--- src/rtl/crm_pkg.sv ---
// ----------------------------------------------------------------------------
// crm_pkg: shared types and constants of the convolution reverb mixer
// Field widths, fixed-point shifts, register indexes, queue entry and
// configuration bundles used by the front, back and top level.
// ----------------------------------------------------------------------------
package crm_pkg;

   // field widths
   localparam int SAMPLE_W = 16;
   localparam int IDX_W    = 10;
   localparam int GAIN_W   = 16;
   localparam int MIX_W    = 13;
   localparam int CNT_W    = 11;
   localparam int CSR_W    = 16;
   localparam int CSR_IDX_W = 2;

   // datapath widths
   localparam int PROD_W   = 2 * SAMPLE_W;
   localparam int ACC_W    = PROD_W + CNT_W;
   localparam int LO_W     = 22;
   localparam int HI_W     = ACC_W - LO_W;
   localparam int GM_A_W   = LO_W + 1;
   localparam int GM_B_W   = GAIN_W + 1;
   localparam int GM_P_W   = GM_A_W + GM_B_W;
   localparam int GP_W     = ACC_W + GAIN_W + 1;
   localparam int GAIN_SHIFT = 27;
   localparam int WET_W    = GP_W - GAIN_SHIFT;
   localparam int MIXW_W   = WET_W + MIX_W + 1;
   localparam int MIXD_W   = SAMPLE_W + MIX_W + 1;
   localparam int SUM_W    = MIXW_W + 1;
   localparam int MIX_SHIFT = 12;
   localparam int MIXS_W   = SUM_W - MIX_SHIFT;

   localparam logic signed [MIXS_W-1:0] SAT_HI = MIXS_W'(32767);
   localparam logic signed [MIXS_W-1:0] SAT_LO = -MIXS_W'(32768);

   // configuration limits and reset values
   localparam logic [GAIN_W-1:0] GAIN_MAX   = GAIN_W'(40960);
   localparam logic [GAIN_W-1:0] GAIN_RESET = GAIN_W'(4096);
   localparam logic [MIX_W-1:0]  MIX_MAX    = MIX_W'(4096);
   localparam logic [MIX_W-1:0]  DRY_RESET  = '0;
   localparam logic [MIX_W-1:0]  WET_RESET  = MIX_W'(4096);
   localparam logic [CNT_W-1:0]  TAPS_RESET = '0;

   // register indexes
   localparam logic [CSR_IDX_W-1:0] REG_WET_GAIN  = 2'd0;
   localparam logic [CSR_IDX_W-1:0] REG_DRY_MIX   = 2'd1;
   localparam logic [CSR_IDX_W-1:0] REG_WET_MIX   = 2'd2;
   localparam logic [CSR_IDX_W-1:0] REG_TAP_COUNT = 2'd3;

   // request kinds
   localparam logic KIND_LOAD  = 1'b0;
   localparam logic KIND_AUDIO = 1'b1;

   // request queue
   localparam int QUEUE_DEPTH = 4;
   localparam int QP_W   = $clog2(QUEUE_DEPTH);
   localparam int QCNT_W = QP_W + 1;
   localparam logic [QCNT_W-1:0] Q_FULL = QCNT_W'(QUEUE_DEPTH);

   typedef struct packed {
      logic                       kind;
      logic signed [SAMPLE_W-1:0] left;
      logic signed [SAMPLE_W-1:0] right;
      logic signed [SAMPLE_W-1:0] mono;
      logic [IDX_W-1:0]           tap_index;
      logic signed [SAMPLE_W-1:0] tap_value;
   } crm_entry_type;

   typedef struct packed {
      logic [GAIN_W-1:0] wet_gain;
      logic [MIX_W-1:0]  dry_mix;
      logic [MIX_W-1:0]  wet_mix;
      logic [CNT_W-1:0]  tap_count;
   } crm_cfg_type;

endpackage

--- src/rtl/crm_front.sv ---
// ----------------------------------------------------------------------------
// crm_front: request intake and queue
// Accept requests, form the mono sample, drop loads beyond the tap store,
// and hold the rest in a short queue for the back end.
// ----------------------------------------------------------------------------
module crm_front #(
   parameter int MAX_TAPS = 1024
) (
   input  logic                                  clock,
   input  logic                                  reset,
   input  logic                                  req_valid,
   output logic                                  req_ready,
   input  logic                                  req_kind,
   input  logic signed [crm_pkg::SAMPLE_W-1:0]   req_left,
   input  logic signed [crm_pkg::SAMPLE_W-1:0]   req_right,
   input  logic [crm_pkg::IDX_W-1:0]             req_tap_index,
   input  logic signed [crm_pkg::SAMPLE_W-1:0]   req_tap_value,
   input  logic                                  pop,
   output logic                                  head_valid,
   output crm_pkg::crm_entry_type                head
);
   import crm_pkg::*;

   crm_entry_type             entries_ff [QUEUE_DEPTH];
   logic [QP_W-1:0]           wr_ptr_ff, wr_ptr_in;
   logic [QP_W-1:0]           rd_ptr_ff, rd_ptr_in;
   logic [QCNT_W-1:0]         count_ff, count_in;
   logic signed [SAMPLE_W:0]  pair_sum;
   logic                      in_range;
   logic                      push;
   crm_entry_type             entry;

   assign req_ready  = (count_ff != Q_FULL);
   assign head_valid = (count_ff != '0);
   assign head       = entries_ff[rd_ptr_ff];

   always_comb begin
      pair_sum = (SAMPLE_W+1)'(req_left) + (SAMPLE_W+1)'(req_right);
      in_range = (32'(req_tap_index) < MAX_TAPS);
      // drop loads aimed past the end of the tap store
      push = req_valid && req_ready && ((req_kind == KIND_AUDIO) || in_range);

      entry.kind      = req_kind;
      entry.left      = req_left;
      entry.right     = req_right;
      entry.mono      = pair_sum[SAMPLE_W:1];
      entry.tap_index = req_tap_index;
      entry.tap_value = req_tap_value;

      wr_ptr_in = push ? wr_ptr_ff + 1'b1 : wr_ptr_ff;
      rd_ptr_in = pop ? rd_ptr_ff + 1'b1 : rd_ptr_ff;
      count_in  = count_ff + QCNT_W'(push) - QCNT_W'(pop);
   end

   always_ff @(posedge clock) begin
      if (reset) begin
         wr_ptr_ff <= '0;
         rd_ptr_ff <= '0;
         count_ff  <= '0;
      end else begin
         wr_ptr_ff <= wr_ptr_in;
         rd_ptr_ff <= rd_ptr_in;
         count_ff  <= count_in;
      end
   end

   always_ff @(posedge clock) begin
      if (push) begin
         entries_ff[wr_ptr_ff] <= entry;
      end
   end

   a_pop_needs_entry: assert property (@(posedge clock) disable iff (reset)
      pop |-> head_valid)
      else $error("queue popped while empty");

   a_count_bounded: assert property (@(posedge clock) disable iff (reset)
      count_ff <= Q_FULL)
      else $error("queue count beyond depth");

endmodule

--- config.mk ---
export PLATFORM = sky130hd
export DESIGN_NAME = crm_front
export DESIGN_NICKNAME = d
export VERILOG_FILES = /design/src/rtl/crm_pkg.sv /design/src/rtl/crm_front.sv
export SDC_FILE = /design/constraint.sdc
export NUM_CORES = 1
export LEC_CHECK = 0
export ABC_AREA = 1
export ABC_CLOCK_PERIOD_IN_PS = 6250
export BUFFER_PORTS_ARGS = -buffer_cell sky130_fd_sc_hd__buf_2
export CAP_MARGIN = 20
export CORE_AREA = 2 2 174 176
export DETAILED_ROUTE_END_ITERATION = 12
export DIE_AREA = 0 0 176 178
export REMOVE_ABC_BUFFERS = 1
export SYNTH_ARGS = -nofsm -noshare
export SYNTH_HDL_FRONTEND = slang
export SYNTH_SLANG_ARGS = --single-unit
--- constraint.sdc ---
create_clock -name clock -period 6.25 [get_ports clock]
set_input_delay 0.3125 -clock clock [delete_from_list [all_inputs] [get_ports clock]]
set_output_delay 0.3125 -clock clock [all_outputs]
set_load 0.02 [all_outputs]
==> results of run 1 <==
[through the flow]
step | std cells | area, sq um | power (uW)
CTS | 1528 | 15210 | 5465
finish | 1530 | 15270 | 5405
global placement | 1464 | 14060 | 3465
detailed placement | 1465 | 14090 | 3479
global route | 1530 | 15270 | 5640
floorplan | 927 | 12780 | 3174
[cells in the final DEF, fill, tap and decap left out, drive strengths merged, types with 2 or more instances in the layout]
cell type / Yosys / layout
clkbuf: 23 / 43
nor3: 6 / 6
o22ai: 75 / 75
buf: 26 / 150
dfxtp: 9 / 9
nor2: 168 / 168
fa: 2 / 2
xnor2: 3 / 3
nand3: 10 / 10
o21ai: 150 / 150
inv: 61 / 64
ha: 21 / 21
nand2: 101 / 101
a21oi: 10 / 10
edfxtp: 300 / 300
clkinv: 0 / 11
xor2: 6 / 6
bufinv: 0 / 4
[worst max-delay path by stage]
stage / start / end / cells past startpoint
global placement: register / head[42] / 5
CTS: register / head[26] / 5
detailed placement: register / head[26] / 5
finish: register / head[26] / 5
floorplan: register / head[10] / 3
global route: register / head[43] / 5
[power breakdown]
part / total [uW] / switching (uW) / internal, uW
sequential: 2580 / 53.4 / 2520
combinational: 852 / 597 / 254
clock: 1980 / 775 / 1200
[flip-flops by register name, summed over array words and instances (netlist names), named ones only]
| name | count |
|---|---|
| count_ff | 3 |
| rd_ptr_ff | 2 |
| entries_ff | 300 |
| wr_ptr_ff | 2 |
[logic make-up (layout without fill, tap and decap cells)]
family / Yosys count / in the layout
adder cells (fa/ha/maj): 23 / 23
flip-flops: 309 / 309
AND/OR/NAND/NOR: 288 / 288
XOR/XNOR: 9 / 9
buffers and inverters: 110 / 274
AO/OA/AOI/OAI: 237 / 237
[final cells by class]
class | count | share of cell area
sequential | 309 | 0.6021
multi-input combinational | 557 | 0.2220
clock buffer | 43 | 0.05933
timing repair buffer | 151 | 0.05556
tap | 390 | 0.03196
inverter | 61 | 0.01549
clock inverter | 19 | 0.01352
[synthesized netlist by cell type (all sizes together), types with 9 or more instances]
cell	number	area share
buf	26	0.019
dfxtp	9	0.014
inv	61	0.018
edfxtp	300	0.69
nand2	101	0.029
nand3	10	0.0038
o21ai	150	0.059
nor2	168	0.072
a21oi	10	0.0038
o22ai	75	0.055
ha	21	0.020
clkbuf	23	0.0066
[worst register-to-register path: stages (launching register included)]
cell and delay [ns]:
dfxtp_1 0.36, inv_1 0.09, nand3_1 0.11, nand2_1 0.33, nor2_4 0.57, buf_4 0.84
[repair_timing]
item                                    4_1_cts  5_1_grt
endpoints found under the hold margin         4        0
hold buffers                                  1        0
endpoints found under the setup margin        0        0
gates resized for setup                       0        0
setup buffers                                 0        0
[layer usage]
metal	global-route usage	wire length [microns]	vias up
met2	0.3012	13180	148
met5	0	0	-
li1	-	-	3792
met3	0.02941	1118	38
met1	0.2316	12570	3750
met4	0.04890	531	0
==> parameters.txt, run 1 <==
Parameter                              Value

STA
  Max-slew headroom    0.2922
  Minimum clock period    3.387 ns
  Final Slew Violations    0
  Setup Total Neg Slack    0 ns
  Unrepaired setup endpoints after global routing    false
  Final setup violating endpoints    0
  Maximum clock frequency    0.2953 GHz
  Final worst-path cycle share    0.5419
  Worst-margin pin slew    1.062 ns
  Final hold vios    0
  Final clock skew    0.01085 ns
  Min Hold Slack    0.02036 ns
  Least setup slack across all paths after layout    2.863 ns

Worst setup path
  Required time of the worst setup path    5.94 ns
  Top delay family on crit path    buffers and inverters
  Standard cell with the maximum stage delay on the critical path    buf_4
  Arrival time of data at the critical path endpoint    3.07 ns
  Cell chain of the critical path    inv_8 > buf_4 > o21ai_0 > o22ai_2 > buf_2
  Count of buffer and inverter cells on the critical path    3
  Worst R2R End    entries_ff[0][67]$_DFFE_PP_
  Nature of the critical path endpoint    primary output
  Worst R2R Setup Slack    3.51 ns
  Kind of start point of the critical path    register
  Biggest cell delay along the critical path    0.69 ns
  R2R depth    5
  Critical-path maximum fanout    108
  Startpoint of the worst-slack reg-to-reg timing path    count_ff[1]$_SDFF_PP0_
  Start-to-end type of the worst setup path    register to primary output

Worst hold path
  Hold Path Cell Cnt    1
  Destination of the worst hold path    entries_ff[3][8]$_DFFE_PP_
  Worst min-delay path category    input port to register
  Worst hold start    req_tap_value[8]

Floorplan
  Die width    176 microns
  DIE AREA    31,330 sq um
  CORE AREA    29,400 sq um
  Effective utilization at floorplan    0.4463
  Ports    140
  # rows    63
  Vert. Die Dim    178 microns

Clock network
  Source-to-sink clock delay at the later pin of the worst-skew pair    0.51 ns
  Number of buffers added by the clock tree synthesis step    35
  Clock-pin slew of the registers on the worst-case setup and hold paths    0.06 ns
  Clk sink count    309
  CTS tree    done
  Buffer levels on the longest clock path    3
  Number of H-tree levels    2
  Root buffer selected by CTS    clkbuf_16

Finish
  Count of filler cells inserted in the layout    2,552
  Synth-to-layout area growth    16.36%
  Ratio of cells with drive above 1 in the final layout    0.2649
  Register Area    9194 sq um
  Layout Utilization    0.5193
  Final-stage net count    1,201
  Area used by multi-input combinational logic    3390 sq um
  Antenna Diode Count    0

Global routing
  Global-route wire length before repair    42,340 microns
  Largest net degree at the start of global routing    109
  Initial antenna violation count    0
  Gr ovfl total    0
  Number of global-route vias before repair    7,774
  All-layer global routing usage    0.1754

Route
  Number of DRC violations after detailed-routing iteration 0    400
  Detail-routed net length per standard cell    17.91 microns
  Total length of routed wires    27,400 microns
  Total iterations of the first detailed-routing run    4
  Vias per inst    5.051
  Count of nets left with antenna violations after detail routing    0
  Total DRC errors in the routed layout    0
  Vias after detailed routing    7,728

Yosys
  Synth Register Bits    309
  Simple-gate share of the synthesized area    0.1085
  Share of flip-flops with an asynchronous set or reset after synthesis    0
  Number of synthesis warnings    0
  Post-synthesis area per instance    13.44 sq um
  Sequential area share after synthesis    0.7003
  Distinct cell type count of the synthesized netlist    31
  Primary flip-flop cell chosen by synthesis mapping    edfxtp_1
  Adder and majority gate portion of the synthesized area    0.02308
  Gate count after technology mapping    976
  Mapped cell area    13,120 sq um
  Portion of netlist area occupied by mux cells    0
  Compound-Gate Fraction of Synth Area    0.1184
  Synthesized-area fraction occupied by xor and xnor cells    0.006007
  Number of enable-type register cells in the synthesized netlist    300
  Largest family of logic cells by synthesized area    compound AO/OA/AOI/OAI gates

Status
  Outcome    completed

Power and ir drop
  Leakage power    0.005561 uW
  Cell area power density    354.0 nW/um^2
  Maximum VDD drop    235.7 uV

Placed design
  Hpwl dp    15,750 microns
  Setup WS pre-CTS    3.396 ns
  IO Port Bufs    139
  RePlAce Congestion    0.8031

Job
  Count of maximum capacitance violations    0
Power figures use the tool's default switching activity.
==> run 2, diff against run 1 <==
--- a/config.mk
+++ b/config.mk
@@ -6,12 +6,13 @@
 export NUM_CORES = 1
 export LEC_CHECK = 0
 export ABC_AREA = 1
-export ABC_CLOCK_PERIOD_IN_PS = 6250
+export ABC_CLOCK_PERIOD_IN_PS = 3050
 export BUFFER_PORTS_ARGS = -buffer_cell sky130_fd_sc_hd__buf_2
 export CAP_MARGIN = 20
 export CORE_AREA = 2 2 174 176
 export DETAILED_ROUTE_END_ITERATION = 12
 export DIE_AREA = 0 0 176 178
+export PLACE_DENSITY = 0.66
 export REMOVE_ABC_BUFFERS = 1
 export SYNTH_ARGS = -nofsm -noshare
 export SYNTH_HDL_FRONTEND = slang
==> constraint.sdc (replaced) <==
create_clock -name clock -period 3.05 [get_ports clock]
set_input_delay 0.1525 -clock clock [delete_from_list [all_inputs] [get_ports clock]]
set_output_delay 0.1525 -clock clock [all_outputs]
set_load 0.02 [all_outputs]
==> run 2 against run 1 <==
Clock power increased by 74%. Utilization increased by 1.7 points. Global-route usage decreased by 0.19 points. Sequential power increased by 100%. Via count increased by 3.8%. Highest routed layer unchanged.
==> parameters.txt, run 2 (same netlist as run 1, synthesis figures left out) <==
Parameter                              Value

Placed design
  Setup WS pre-CTS    0.8190 ns (-2.577 ns)
  RePlAce Congestion    0.8046 (+0.19%)
  IO Port Bufs    139 (unchanged)
  Cell area after placement    14,240 sq um (+1.0%)
  Hpwl dp    15,960 microns (+1.4%)

Clock network
  Buffer levels on the longest clock path    3 (unchanged)
  Source-to-sink clock delay at the later pin of the worst-skew pair    0.55 ns (+0.04 ns)
  Number of buffers added by the clock tree synthesis step    31 (-11%)
  Clock-pin slew of the registers on the worst-case setup and hold paths    0.06 ns (about the same)
  CTS tree    done
  Number of cells upsized or downsized after cts    0 (unchanged)
  Root buffer selected by CTS    clkbuf_16
  Number of H-tree levels    1 (-1)
  Clk sink count    309 (unchanged)

Worst setup path
  Cell chain of the critical path    inv_2 > buf_4 > o21ai_0 > o22ai_2 > buf_2
  Total number of cells along the worst setup path    5 (unchanged)
  Kind of start point of the critical path    register
  Start-to-end type of the worst setup path    register to primary output
  Top delay family on crit path    buffers and inverters
  Standard cell with the maximum stage delay on the critical path    dfxtp_2
  Arrival time of data at the critical path endpoint    2.25 ns (-0.82 ns)
  R2R depth    9 (+4)
  Nature of the critical path endpoint    primary output
  Biggest cell delay along the critical path    0.54 ns (-0.15 ns)
  Required time of the worst setup path    2.90 ns (-3.04 ns)
  Critical-path maximum fanout    38 (-65%)
  Count of buffer and inverter cells on the critical path    3 (unchanged)

STA
  Maximum clock frequency    0.4164 GHz
  Worst-margin pin slew    0.6990 ns (-0.3628 ns)
  Final setup violating endpoints    0 (unchanged)
  Final clock skew    0.01954 ns (+0.008687 ns)
  Max-slew headroom    0.5340 (+0.2418)
  Final hold vios    0 (unchanged)
  Final Slew Violations    0 (unchanged)
  Minimum clock period    2.402 ns
  Unrepaired setup endpoints after global routing    false
  Least setup slack across all paths after layout    0.6484 ns (-2.215 ns)
  Final worst-path cycle share    0.7874

Route
  Number of DRC violations after detailed-routing iteration 0    480 (+20%)
  Total DRC errors in the routed layout    0 (unchanged)
  Count of nets left with antenna violations after detail routing    0 (unchanged)
  Vias per inst    5.038 (-0.25%)
  Vias after detailed routing    8,021 (+3.8%)
  Detail-routed net length per standard cell    17.06 microns (-4.7%)
  Total length of routed wires    27,160 microns (-0.87%)
  Total iterations of the first detailed-routing run    5 (+1)

Floorplan
  # rows    63 (unchanged)
  Die width    176 microns (unchanged)
  Vert. Die Dim    178 microns (unchanged)
  Ports    140 (unchanged)
  Effective utilization at floorplan    0.4463 (unchanged)
  DIE AREA    31,330 sq um (unchanged)
  CORE AREA    29,400 sq um (unchanged)

Global routing
  Global-route wire length before repair    43,030 microns (+1.6%)
  Initial antenna violation count    0 (unchanged)
  Number of global-route vias before repair    7,997 (+2.9%)
  Largest net degree at the start of global routing    151 (+39%)
  Gr ovfl total    0 (unchanged)
  All-layer global routing usage    0.1735 (-0.001862)

Finish
  Top library cells by usage in the layout, fill and taps aside    edfxtp_1, buf_2, o21ai_0
  Final-stage net count    1,264 (+5.2%)
  Synth-to-layout area growth    20.12%
  Registers with the most flip-flops    entries_ff: 300 flops, count_ff: 3 flops
  Final Cell Area    15,760 sq um (+3.2%)
  Number of flip-flops in the largest register    300 (unchanged)
  Antenna Diode Count    0 (unchanged)
  Most flop-heavy register    entries_ff
  Leading cell type in the layout, fill and taps excluded    edfxtp_1
  Ratio of cells with drive above 1 in the final layout    0.2496 (-0.01533)

Power and ir drop
  Leakage power    0.005758 uW (+3.5%)
  Maximum VDD drop    470.9 uV (+100%)
  Cell area power density    668.8 nW/um^2 (+89%)

Worst hold path
  Worst min-delay path category    input port to register
  Hold Path Cell Cnt    4 (+3)

Job
  Count of maximum capacitance violations    0 (unchanged)

Status
  Outcome    completed
==> run 2: cell types whose count changed in the layout (fill, tap and decap cells not counted), moves of 2 or more <==
| cell | change |
|---|---|
| inv_6 | -3 |
| clkbuf_16 | -4 |
| buf_4 | +2 |
| bufinv_16 | -3 |
| buf_12 | +8 |
| buf_16 | -3 |
| dlygate4sd3_1 | +60 |
| clkinv_1 | +3 |
| clkinv_2 | +2 |
==> run 2: metal layers <==
| metal | GRT usage | part of all wire | routed length (microns) |
|---|---|---|---|
| met3 | 0.02600 | 0.049 | 1320 |
| met2 | 0.2927 | 0.48 | 13000 |
| met5 | 0 | 0 | 0 |
| met4 | 0.04442 | 0.023 | 633 |
| met1 | 0.2378 | 0.45 | 12210 |
==> run 2: worst paths after layout <==
kind / from / endpoint / slack [ns]
worst max register to register: count_ff[1]$_SDFF_PP0_ / count_ff[2]$_SDFF_PP0_ / 0.82
worst min-delay path: req_valid / wr_ptr_ff[1]$_SDFFE_PP0P_ / 0.25
worst min register to register: rd_ptr_ff[1]$_SDFFE_PP0P_ / register / 0.51
worst max-delay path: register / head[30] / 0.65
==> run 2: through the flow <==
stage               hold slack [ns]  total power (uW)  cells  TNS, ns  utilization
global placement             0.3673              7126   1474        0       0.4843
floorplan                    0.2237              6505    927  -548.89            -
detailed placement           0.3740              7163   1474        0       0.4843
global route                 0.2796             11020   1592        0       0.5361
finish                       0.2535             10540   1592        0       0.5361
CTS                          0.2345             10680   1592        0       0.5361
==> run 2: area by class of cell <==
| type | count | area [sq um] |
|---|---|---|
| fill | 2479 | 13640 |
| sequential | 309 | 9194 |
| multi-input combinational | 557 | 3390 |
| timing repair buffer | 218 | 1541 |
| clock buffer | 40 | 809.5 |
| tap | 390 | 488.0 |
| inverter | 61 | 236.5 |
| clock inverter | 17 | 102.6 |
==> run 2: what timing repair did <==
item                                   4_1_cts  5_1_grt
buffers inserted                             0        0
hold buffers                                61        0
endpoints found under the hold margin      245        0
==> run 2: where the power goes <==
group	switching, uW	internal (uW)
clock	1500	1940
combinational	1230	596
sequential	108	5170
==> run 2: worst register-to-register path, delay by kind of cell, from the launching register on <==
kind / cells / cell delay, ns
DFF: 1 / 0.38
buffers and inverters: 2 / 0.14
xor gates and xnor gates: 1 / 0.16
adders and majority gates: 3 / 0.99
and+or+nand+nor: 3 / 0.47
==> run 3, diff against run 2 <==
--- a/config.mk
+++ b/config.mk
@@ -6,7 +6,7 @@
 export NUM_CORES = 1
 export LEC_CHECK = 0
 export ABC_AREA = 1
-export ABC_CLOCK_PERIOD_IN_PS = 3050
+export ABC_CLOCK_PERIOD_IN_PS = 2200
 export BUFFER_PORTS_ARGS = -buffer_cell sky130_fd_sc_hd__buf_2
 export CAP_MARGIN = 20
 export CORE_AREA = 2 2 174 176
==> constraint.sdc (replaced) <==
create_clock -name clock -period 2.2 [get_ports clock]
set_input_delay 0.11 -clock clock [delete_from_list [all_inputs] [get_ports clock]]
set_output_delay 0.11 -clock clock [all_outputs]
set_load 0.02 [all_outputs]
==> run 3 against run 2 <==
Cell area is 2.0% higher. Die area stayed put. Utilization is 1.1 points higher. Register-to-register slack worse by 0.47 ns. Via count is 2.9% higher.
==> parameters.txt, run 3 (same netlist as run 1, synthesis figures left out) <==
Parameter                              Value

Clock network
  Number of buffers added by the clock tree synthesis step    35 (+13%)
  Buffer levels on the longest clock path    3 (unchanged)
  Clk sink count    309 (unchanged)
  Clock-pin slew of the registers on the worst-case setup and hold paths    0.06 ns (about the same)
  Source-to-sink clock delay at the later pin of the worst-skew pair    0.50 ns (-0.05 ns)
  CTS tree    done
  Number of H-tree levels    2 (+1)
  Root buffer selected by CTS    clkbuf_16

Finish
  Post-route non-filler standard cell count    1,603 (+0.69%)
  Number of flip-flops in the largest register    300 (unchanged)
  Synth-to-layout area growth    22.54%
  Most flop-heavy register    entries_ff
  Count of filler cells inserted in the layout    2,453 (-1.0%)
  Final-stage net count    1,276 (+0.95%)
  Top library cells by usage in the layout, fill and taps aside    edfxtp_1, buf_2, o21ai_0
  Registers with the most flip-flops    entries_ff: 300 flops, count_ff: 3 flops
  Antenna Diode Count    0 (unchanged)
  Ratio of cells with drive above 1 in the final layout    0.2589 (+0.009278)
  Leading cell type in the layout, fill and taps excluded    edfxtp_1

Global routing
  Gr ovfl total    0 (unchanged)
  Number of global-route vias before repair    8,409 (+5.2%)
  All-layer global routing usage    0.1803 (+0.006724)
  Initial antenna violation count    0 (unchanged)
  Largest net degree at the start of global routing    77 (-49%)
  Global-route wire length before repair    43,950 microns (+2.1%)

Route
  Detail-routed net length per standard cell    17.39 microns (+1.9%)
  Vias per inst    5.149 (+2.2%)
  Total DRC errors in the routed layout    0 (unchanged)
  Total iterations of the first detailed-routing run    5 (unchanged)
  Total length of routed wires    27,880 microns (+2.6%)
  Count of nets left with antenna violations after detail routing    0 (unchanged)
  Number of DRC violations after detailed-routing iteration 0    537 (+12%)
  Vias after detailed routing    8,254 (+2.9%)

Placed design
  Hpwl dp    16,900 microns (+5.9%)
  Setup WS pre-CTS    0.3374 ns (-0.4817 ns)
  Total placed cells including tap cells    1,482 (+0.54%)
  IO Port Bufs    139 (unchanged)
  RePlAce Congestion    0.8240 (+2.4%)

Power and ir drop
  Power, Total    15,320 uW (+45%)
  Switching Share    0.2643 (-0.004950)
  Net switching power figure    4048 uW (+43%)
  Maximum VDD drop    595.3 uV (+26%)
  Cell area power density    952.5 nW/um^2 (+42%)
  Sequential fraction of design power    0.477 (-0.023)
  Internal Dissipation    11,270 uW (+46%)
  Leakage power    0.005912 uW (+2.7%)
  Clk pwr share    0.353 (+0.027)
  Combinational group share of total power    0.170 (-0.003)

STA
  Final hold vios    0 (unchanged)
  Max-slew headroom    0.6420 (+0.1080)
  Final clock skew    0.008985 ns (-0.01055 ns)
  Final worst-path cycle share    0.9612
  Unrepaired setup endpoints after global routing    false
  Minimum clock period    2.115 ns
  Maximum clock frequency    0.4729 GHz
  Final Slew Violations    0 (unchanged)
  Least setup slack across all paths after layout    0.08533 ns (-0.5631 ns)
  Final setup violating endpoints    0 (unchanged)
  Worst-margin pin slew    0.5357 ns (-0.1633 ns)

Worst setup path
  Kind of start point of the critical path    register
  Critical-path maximum fanout    43 (+13%)
  Arrival time of data at the critical path endpoint    2.00 ns (-0.25 ns)
  Worst R2R Setup Slack    0.35 ns (-0.47 ns)
  Start-to-end type of the worst setup path    register to primary output
  Required time of the worst setup path    2.09 ns (-0.81 ns)
  Nature of the critical path endpoint    primary output

Job
  Count of maximum capacitance violations    0 (unchanged)

Floorplan
  CORE AREA    29,400 sq um (unchanged)
  Vert. Die Dim    178 microns (unchanged)
  Ports    140 (unchanged)
  Die width    176 microns (unchanged)
  # rows    63 (unchanged)
  Effective utilization at floorplan    0.4463 (unchanged)
  DIE AREA    31,330 sq um (unchanged)

Worst hold path
  Worst min-delay path category    input port to register

Status
  Outcome    completed
==> run 3: worst max-delay path, stage by stage (launching register included) <==
cell and delay [ns]:
dfxtp_4 0.38, inv_8 0.32, buf_12 0.25, o21ai_0 0.10
o22ai_1 0.21, buf_2 0.22
==> run 3: what timing repair did <==
| action | CTS | global route |
|---|---|---|
| hold endpoints to repair | 245 | 0 |
| hold buffers | 61 | 0 |
| setup buffers | 0 | 0 |
| endpoints found under the setup margin | 0 | 2 |
| gates resized for setup | 0 | 1 |
==> run 3: through the flow <==
| step | setup TNS [ns] | util | cell area, sq um | hold slack (ns) |
|---|---|---|---|---|
| 2_1_floorplan | -864.45 | - | 12780 | 0.1812 |
| 3_3_place_gp | 0 | 0.4893 | 14390 | 0.3272 |
| 3_5_place_dp | 0 | 0.4893 | 14390 | 0.3270 |
| 4_1_cts | 0 | 0.5467 | 16080 | 0.1099 |
| 5_1_grt | 0 | 0.5469 | 16080 | 0.1510 |
| 6_report | 0 | 0.5469 | 16080 | 0.1179 |
==> run 3: layout make-up <==
cell class              instances  area, sq um  share of cell area
flip-flops and latches        309         9194              0.5718
multi-input cells             557         3390              0.2108
repair buffers                226         1693              0.1053
clock buffers                  45        975.9             0.06070
well taps                     390        488.0             0.03035
inverters                      61        236.5             0.01471
clock inverters                15        102.6            0.006381
==> run 3: per-layer routing <==
layer	vias to the layer above	GRT usage	routed length [microns]
li1	3937	-	-
met1	4030	0.2281	12070
met2	237	0.3176	13650
met3	50	0.03346	1536
met4	0	0.05269	624
met5	-	0	0
==> run 3: final timing paths <==
path,start,endpoint,cells after the start
max,register,head[46],5
min,req_valid,wr_ptr_ff[0]$_SDFFE_PP0P_,4
max reg2reg,count_ff[1]$_SDFF_PP0_,entries_ff[3][23]$_DFFE_PP_,6
min reg2reg,rd_ptr_ff[1]$_SDFFE_PP0P_,register,2
==> run 3: power groups by stage <==
stage	logic, uW	registers [uW]	clock network, uW
2_1_floorplan	1510	7510	0
3_3_place_gp	2510	7410	0
3_5_place_dp	2550	7430	0
4_1_cts	2640	7310	5530
5_1_grt	2850	7350	5770
6_report	2600	7310	5410
